--- config.mk ---
export PLATFORM = sky130hd
export DESIGN_NAME = hamming_8_4_frame_receiver
export DESIGN_NICKNAME = d
export VERILOG_FILES = /design/src/hdl/hfr_pkg.sv /design/src/hdl/hfr_decode.sv /design/src/hdl/hamming_8_4_frame_receiver.sv
export SDC_FILE = /design/constraint.sdc
export NUM_CORES = 1
export LEC_CHECK = 0
export BUFFER_PORTS_ARGS = -buffer_cell sky130_fd_sc_hd__buf_2
export CORE_ASPECT_RATIO = 1.4
export CORE_MARGIN = 10
export CORE_UTILIZATION = 28
export DETAILED_ROUTE_END_ITERATION = 10
export HOLD_SLACK_MARGIN = 0.12
export SYNTH_ARGS = -nofsm -noshare
export SYNTH_HDL_FRONTEND = slang
export SYNTH_SLANG_ARGS = --single-unit
--- constraint.sdc ---
create_clock -name clk_i -period 4.9 [get_ports clk_i]
set_clock_uncertainty 0.2 [all_clocks]
set_input_delay 0.98 -clock clk_i [delete_from_list [all_inputs] [get_ports clk_i]]
set_output_delay 0.98 -clock clk_i [all_outputs]
set_load 0.005 [all_outputs]
--- src/hdl/hfr_pkg.sv ---
// shared types and codes for the hamming 8/4 frame receiver
`default_nettype none

package hfr_pkg;

  typedef enum logic [1:0] {
    MODE_CODE  = 2'd0,
    MODE_READ  = 2'd1,
    MODE_CLEAR = 2'd2,
    MODE_IDLE  = 2'd3
  } mode_e;

  // register byte addresses on the configuration port
  localparam logic [2:0] ADDR_BEGIN_MARKER = 3'd0;
  localparam logic [2:0] ADDR_END_MARKER   = 3'd4;

  localparam logic [7:0] BEGIN_MARKER_RST = 8'h02;
  localparam logic [7:0] END_MARKER_RST   = 8'h03;

  typedef struct packed {
    logic [1:0] mode;
    logic [7:0] code_byte;
    logic [5:0] read_index;
  } in_item_t;

  typedef struct packed {
    logic [7:0] read_data;
    logic       message_ready;
    logic [5:0] message_length;
    logic       receiving;
    logic       pair_error;
  } out_item_t;

  // decoded nibble with its uncorrectable flag
  typedef struct packed {
    logic       err;
    logic [3:0] nib;
  } nibble_t;

endpackage

`default_nettype wire

--- src/hdl/hfr_decode.sv ---
// secded decoder for one extended hamming 8/4 code byte
`default_nettype none

module hfr_decode (
  input  wire logic [7:0]      code_i,
  output hfr_pkg::nibble_t     dec_o
);
  import hfr_pkg::*;

  logic [3:0] data;
  logic [3:0] par;
  logic [3:0] syn;
  logic [2:0] cnt;

  assign data = code_i[7:4];

  // parity bit i covers the three data bits other than i
  always_comb begin
    for (int i = 0; i < 4; i++) begin
      par[i] = ^(data & ~(4'b0001 << i));
    end
  end

  assign syn = code_i[3:0] ^ par;
  assign cnt = 3'(syn[0]) + 3'(syn[1]) + 3'(syn[2]) + 3'(syn[3]);

  always_comb begin
    dec_o = '0;
    case (cnt)
      3'd0, 3'd1: begin
        // clean, or a single parity bit hit
        dec_o.nib = data;
      end
      3'd3: begin
        // one data bit flipped: its position is the syndrome's zero
        dec_o.nib = data ^ ~syn;
      end
      default: begin
        dec_o.err = 1'b1;
      end
    endcase
  end

endmodule

`default_nettype wire

--- src/hdl/hamming_8_4_frame_receiver.sv ---
// top level: hamming 8/4 frame receiver with message store
//
//  channel   dir  payload                     handshake
//  in        in   hfr_pkg::in_item_t          in_valid_i / in_stall_o
//  out       out  hfr_pkg::out_item_t         out_valid_o / out_stall_i
//  cfg       in   begin/end marker registers  apb read/write, pready tied high
//
//  one request is taken per cycle while the input is not stalled; its result passes
//  through the store read stage, loaded at acceptance, and then the output register
//  throughput is one request per clock while the input is not stalled, bounded by the
//  single store port that serves either one write or one read per request
//  reset clears all control state and sets the markers to their defaults; store contents stay undefined
//  a stalled output holds the pipeline; the input stalls only when both stages are
//  full and the output is stalled
`default_nettype none

module hamming_8_4_frame_receiver #(
  parameter int unsigned MESSAGE_DEPTH = 64
) (
  input  wire logic               clk_i,
  input  wire logic               rst_ni,
  // request channel
  input  wire logic               in_valid_i,
  output logic                    in_stall_o,
  input  hfr_pkg::in_item_t       in_data_i,
  // result channel
  output logic                    out_valid_o,
  input  wire logic               out_stall_i,
  output hfr_pkg::out_item_t      out_data_o,
  // configuration port
  input  wire logic               psel,
  input  wire logic               penable,
  input  wire logic               pwrite,
  input  wire logic [2:0]         paddr,
  input  wire logic [31:0]        pwdata,
  output logic [31:0]             prdata,
  output logic                    pready
);
  import hfr_pkg::*;

  localparam int unsigned AW   = (MESSAGE_DEPTH > 1) ? $clog2(MESSAGE_DEPTH) : 1;
  localparam int unsigned LAST = MESSAGE_DEPTH - 1;

  // configuration registers
  logic [7:0] begin_marker_q, end_marker_q;

  assign pready = 1'b1;

  always_ff @(posedge clk_i or negedge rst_ni) begin
    if (!rst_ni) begin
      begin_marker_q <= BEGIN_MARKER_RST;
      end_marker_q   <= END_MARKER_RST;
    end else if (psel && penable && pwrite && pready) begin
      if (paddr[2] == ADDR_END_MARKER[2]) begin
        end_marker_q <= pwdata[7:0];
      end else begin
        begin_marker_q <= pwdata[7:0];
      end
    end
  end

  assign prdata = (paddr[2] == ADDR_END_MARKER[2]) ? {24'd0, end_marker_q}
                                                   : {24'd0, begin_marker_q};

  // receiver control state
  logic          phase_q, phase_d;
  nibble_t       high_q, high_d;
  logic          in_frame_q, in_frame_d;
  logic          ready_q, ready_d;
  logic [AW-1:0] widx_q, widx_d;
  logic          wrapped_q, wrapped_d;   // store filled all the way round since clear

  // pipeline
  logic       s1_valid_q, s1_valid_d;
  out_item_t  s1_stat_q;
  logic       s1_hit_q;
  logic       out_valid_q;
  out_item_t  out_q;
  logic       s1_adv;
  logic       accept;

  // store port
  logic [7:0]    mem_q [MESSAGE_DEPTH];
  logic [7:0]    rd_data_q;
  logic          mem_we, rd_en;
  logic [AW-1:0] waddr, raddr;
  logic [7:0]    wdata;

  nibble_t    dec;
  logic [7:0] pair_byte;
  logic       perr;
  logic       hit;

  hfr_decode u_decode (
    .code_i (in_data_i.code_byte),
    .dec_o  (dec)
  );

  assign s1_adv     = !out_valid_q || !out_stall_i;
  assign in_stall_o = s1_valid_q && !s1_adv;
  assign accept     = in_valid_i && !in_stall_o;

  assign pair_byte = {high_q.nib, dec.nib};
  assign waddr     = widx_q;
  assign wdata     = pair_byte;
  assign raddr     = AW'(in_data_i.read_index);

  // a read hits only inside the depth and on an entry written since the last clear
  assign hit = (32'(in_data_i.read_index) < MESSAGE_DEPTH) &&
               (wrapped_q || (32'(in_data_i.read_index) < 32'(widx_q)));

  always_comb begin
    phase_d    = phase_q;
    high_d     = high_q;
    in_frame_d = in_frame_q;
    ready_d    = ready_q;
    widx_d     = widx_q;
    wrapped_d  = wrapped_q;
    perr       = 1'b0;
    mem_we     = 1'b0;
    rd_en      = 1'b0;
    if (accept) begin
      case (in_data_i.mode)
        MODE_CODE: begin
          if (!phase_q) begin
            high_d  = dec;
            phase_d = 1'b1;
          end else begin
            phase_d = 1'b0;
            if (high_q.err || dec.err) begin
              perr = 1'b1;
            end else if (in_frame_q) begin
              if (pair_byte != end_marker_q) begin
                mem_we = 1'b1;
                if (widx_q == AW'(LAST)) begin
                  widx_d    = '0;
                  wrapped_d = 1'b1;
                end else begin
                  widx_d = widx_q + 1'b1;
                end
              end else begin
                in_frame_d = 1'b0;
                ready_d    = 1'b1;
              end
            end else if (pair_byte == begin_marker_q) begin
              in_frame_d = 1'b1;
            end
          end
        end
        MODE_READ: begin
          rd_en = 1'b1;
        end
        MODE_CLEAR: begin
          // emptying the store is done by forgetting its fill level
          widx_d    = '0;
          wrapped_d = 1'b0;
          ready_d   = 1'b0;
        end
        default: begin
        end
      endcase
    end
  end

  always_ff @(posedge clk_i or negedge rst_ni) begin
    if (!rst_ni) begin
      phase_q    <= 1'b0;
      high_q     <= '0;
      in_frame_q <= 1'b0;
      ready_q    <= 1'b0;
      widx_q     <= '0;
      wrapped_q  <= 1'b0;
    end else begin
      phase_q    <= phase_d;
      high_q     <= high_d;
      in_frame_q <= in_frame_d;
      ready_q    <= ready_d;
      widx_q     <= widx_d;
      wrapped_q  <= wrapped_d;
    end
  end

  // message store, one access per request, read data registered
  always_ff @(posedge clk_i) begin
    if (mem_we) begin
      mem_q[waddr] <= wdata;
    end
    if (rd_en) begin
      rd_data_q <= mem_q[raddr];
    end
  end

  // stage 1: status after the step, waiting for the store read
  always_comb begin
    s1_valid_d = s1_valid_q;
    if (accept) begin
      s1_valid_d = 1'b1;
    end else if (s1_adv) begin
      s1_valid_d = 1'b0;
    end
  end

  always_ff @(posedge clk_i or negedge rst_ni) begin
    if (!rst_ni) begin
      s1_valid_q <= 1'b0;
    end else begin
      s1_valid_q <= s1_valid_d;
    end
  end

  always_ff @(posedge clk_i) begin
    if (accept) begin
      s1_stat_q.read_data      <= '0;
      s1_stat_q.message_ready  <= ready_d;
      s1_stat_q.message_length <= 6'(widx_d);
      s1_stat_q.receiving      <= in_frame_d;
      s1_stat_q.pair_error     <= perr;
      s1_hit_q                 <= rd_en && hit;
    end
  end

  // output register
  always_ff @(posedge clk_i or negedge rst_ni) begin
    if (!rst_ni) begin
      out_valid_q <= 1'b0;
    end else if (s1_adv) begin
      out_valid_q <= s1_valid_q;
    end
  end

  always_ff @(posedge clk_i) begin
    if (s1_adv && s1_valid_q) begin
      out_q <= '{read_data:      s1_hit_q ? rd_data_q : 8'd0,
                 message_ready:  s1_stat_q.message_ready,
                 message_length: s1_stat_q.message_length,
                 receiving:      s1_stat_q.receiving,
                 pair_error:     s1_stat_q.pair_error};
    end
  end

  assign out_valid_o = out_valid_q;
  assign out_data_o  = out_q;

endmodule

`default_nettype wire

==> run_results.csv <==
group,metric,value,unit
run_status,status,"finished, final reports clean",
cells_and_area,stdcell_area,0.0275,sq mm
sta,layout_min_cycle_time,4710,ps
worst_setup_path,cp-end-kind,"flop",
logic_synthesis,async_reset_ff_frac,0.0569,
clock_network,cts_tree,"built",
worst_setup_path,crit_type,"in2reg",
global_route,globalRouteOverflowTotal,0,
logic_synthesis,yosys_warnings,0,
clock_network,postCtsSetupBuffers,0,
global_route,grt_pass1_vias,12200,
sta,max_freq,212,MHz
power_and_ir_drop,p_switching,0.00318,W
power_and_ir_drop,finalPower,0.0124,W
cells_and_area,multi_input_area,0.00604,sq mm
sta,hold_violations,0,
route,vias,11300,
route,drtIter0Drc,783,
cells_and_area,area_delta_synth_final,16.7,%
sta,slew_headroom,0.183,
clock_network,ctsHoldBuffers,0,
clock_network,cts.reportedPaths.clkPinSlew,60,ps
cells_and_area,fillers,7853,
cells_and_area,final_cells,2397,
logic_synthesis,synth-seq-area-share,0.732,
logic_synthesis,yosys_register_bits,580,
die,core_area,0.0832,sq mm
route,wl_per_cell,22.8,um
placed_design,io_buffers,58,
cells_and_area,regArea,0.0173,sq mm
logic_synthesis,synth_flop_cell,"edfxtp_1",
placed_design,place_area,0.0257,sq mm
logic_synthesis,synth_cell_types,62,
placed_design,dp.final_hpwl,35.2,mm
worst_setup_path,cp.arrival,4730,ps
logic_synthesis,syn_avg_cell_area,20.3,sq um
power_and_ir_drop,swShare,0.255,
placed_design,dp_cells,2302,
die,die_h,363,um
logic_synthesis,syn_inst,1158,
job,maxCapViolCount,0,
logic_synthesis,synth_top_area_share,0.697,
power_and_ir_drop,internal_power,0.00927,W
sta,finalCritPeriodShare,0.961,
logic_synthesis,synth_area_leaders,"edfxtp_1 70%, mux4_2 16%, dfrtp_1 3.2%, mux2_2 1.5%, nor2_1 1.3%",
clock_network,clockBufferDepth,3,
global_route,grt_pass1_wl,81.6,mm
sta,drv_slew,0,
sta,finalSetupViolations,0,
power_and_ir_drop,power.share.sequential,0.505,
power_and_ir_drop,p_leak,8.79,nW
power_and_ir_drop,p_comb_frac,0.154,
logic_synthesis,synth_area,0.0236,sq mm
route,drt-pass1-iter-count,5,
power_and_ir_drop,powerDensity,453,mW/mm^2
die,rows,125,
power_and_ir_drop,vdd.ir_drop.worst,0.000309,V
placed_design,place_congestion,0.794,
global_route,grt_use_total,0.113,
route,ant_nets,0,
die,start_util,0.283,
cells_and_area,n_antenna_cell,0,
clock_network,numCtsBuffers,51,
die,die_w,265,um
route,routed_wl,54.7,mm
cells_and_area,nets,1343,
worst_setup_path,crit_fanout,12,
route,drc,0,
hold_path,hp-class,"reg2reg",
logic_synthesis,synth_top_cell_by_area,"edfxtp_1",
clock_network,cts.sinks,580,
cells_and_area,drive_above_1_share,0.336,
clock_network,cts-root-buf,"clkbuf_16",
die,pin_count,110,
worst_setup_path,cp-start-kind,"input pin",
route,viasPerCell,4.73,
clock_network,insertion_delay,620,ps
sta,hold_slack,219,ps
power_and_ir_drop,clockPowerShare,0.341,
die,dieArea,0.0963,sq mm
global_route,antenna_found_initial,3,
logic_synthesis,synth_edf_count,547,
sta,tightest_slew,1220,ps
clock_network,h-tree-depth,2,
worst_setup_path,cp.required,4920,ps
global_route,grt_max_degree,67,
-- stage by stage --
step	worst slack [ps]	util	TNS [ps]
after floorplan	-133	-	-54880
after global placement	-428	0.309	-173710
after detailed placement	-524	0.309	-200530
after CTS	122	0.330	0
after global routing	-13.0	0.330	-94.9
final	189	0.330	0
-- worst max-delay path, stage by stage --
cell and delay (ps):
buf_2 120, xor2_2 190, buf_4 140, xnor2_1 210, ha_1 290, fa_1 400, ha_1 330, buf_4 190
a21boi_0 260, o22a_1 220, a2111o_1 220, buf_12 150, o2111ai_2 130, buf_12 200, nor2_1 680
-- cell families (layout without fill, tap and decap cells) --
| group | count (synthesis) | in the layout | synth area share |
|---|---|---|---|
| flip-flops | 580 | 580 | 0.732 |
| XOR/XNOR | 20 | 20 | 0.00775 |
| other | 2 | 25 | 0.000319 |
| AO/OA/AOI/OAI | 70 | 70 | 0.0234 |
| adder cells (fa/ha/maj) | 9 | 9 | 0.00510 |
| buffers and inverters | 95 | 232 | 0.0198 |
| AND/OR/NAND/NOR | 176 | 176 | 0.0349 |
| multiplexers | 206 | 206 | 0.176 |
-- worst paths after layout --
check	start	end	slack, ps	depth (start not counted)
setup / recovery	in_data_i[13]	mem_q[2][0]	190	15
hold / removal	s1_stat_q[2]	out_data_o[2]	220	0
setup reg to reg	end_marker_q[1]	mem_q[2][0]	1850	9
hold reg to reg	s1_stat_q[2]	out_data_o[2]	220	0
max in group asynchronous	rst_ni	high_q[1]	3700	1
min in group asynchronous	rst_ni	begin_marker_q[0]	260	1
-- power groups by stage --
| stage | combinational [W] | sequential, W | clock, W |
|---|---|---|---|
| 2_1_floorplan | 0.000878 | 0.00653 | 0 |
| 3_3_place_gp | 0.00189 | 0.00639 | 0 |
| 3_5_place_dp | 0.00197 | 0.00639 | 0 |
| 4_1_cts | 0.00197 | 0.00629 | 0.00432 |
| 5_1_grt | 0.00209 | 0.00630 | 0.00450 |
| 6_report | 0.00192 | 0.00629 | 0.00424 |
-- placed cells by master (no fill, tap or decap), types with 4 or more instances in the layout --
cell type   synthesis  layout
edfxtp_1          547     547
mux4_2            164     164
buf_2               6      56
nor2_1             81      53
clkbuf_16           0      51
buf_4              27      44
mux2_2             31      31
nor2_2              0      28
dfrtp_1            30      26
nand2_1            26      25
conb_1              2      25
buf_12              0      20
clkbuf_1           30      16
o21ai_0            15      15
inv_1              15      14
nand2b_1           14      14
nor3_1             13      13
xnor2_1            11      11
mux2i_1            11      11
nand3_1             9       9
and2_1              9       9
bufinv_16           0       9
ha_1                8       8
xor2_1              8       7
a21oi_1             8       7
clkinv_1            1       7
o2111ai_2           6       7
o21a_1              6       6
a21o_1              6       6
nor2b_1             6       5
clkinvlp_4          0       4
dfrtp_2             0       4
-- metal layers --
layer,global-route usage,wire length [um],up-vias
met5,0,41,-
met2,0.216,30500,271
li1,-,-,4933
met1,0.126,20500,6064
met3,0.0179,2370,69
met4,0.0366,1370,6
-- flip-flops by register name, summed over array words and instances (netlist names), 5 cells and up --
signal and count:
begin_marker_q 8, end_marker_q 8, high_q 5, mem_q 512, out_data_o 17, rd_data_q 8, s1_stat_q 9, waddr 6
-- cell usage after synthesis, types with 2 or more instances --
cell type / count
clkbuf_1: 30
buf_1: 16
a221o_1: 2
o21a_1: 6
o211ai_1: 2
nor2b_1: 6
nand3_1: 9
or2_2: 2
edfxtp_1: 547
a21boi_0: 2
a211oi_1: 2
a21oi_1: 8
nor4_1: 2
o2111ai_1: 3
buf_2: 6
conb_1: 2
xor2_1: 8
nand4_1: 3
o2111ai_2: 6
inv_1: 15
dfstp_2: 3
buf_4: 27
o22ai_1: 2
nor4b_1: 2
o21ai_0: 15
nor2_1: 81
nand2b_1: 14
mux2_2: 31
dfrtp_1: 30
mux2i_1: 11
xnor2_1: 11
mux4_2: 164
nand2_1: 26
and2_1: 9
ha_1: 8
and3_1: 2
nor3b_1: 3
nor3_1: 13
a21o_1: 6
-- area by class of cell --
cell class              count  area share
clock buffers              69      0.0496
clock inverters            26      0.0145
flip-flops and latches    580       0.628
repair buffers            121      0.0373
inverters                  16     0.00218
multi-input cells         506       0.220
well taps                1079      0.0491
-- repair_timing --
item                       CTS  global route
setup endpoints to repair    0            91
hold endpoints to repair     0             0
resized for setup            0            16
Power figures use the tool's default switching activity.
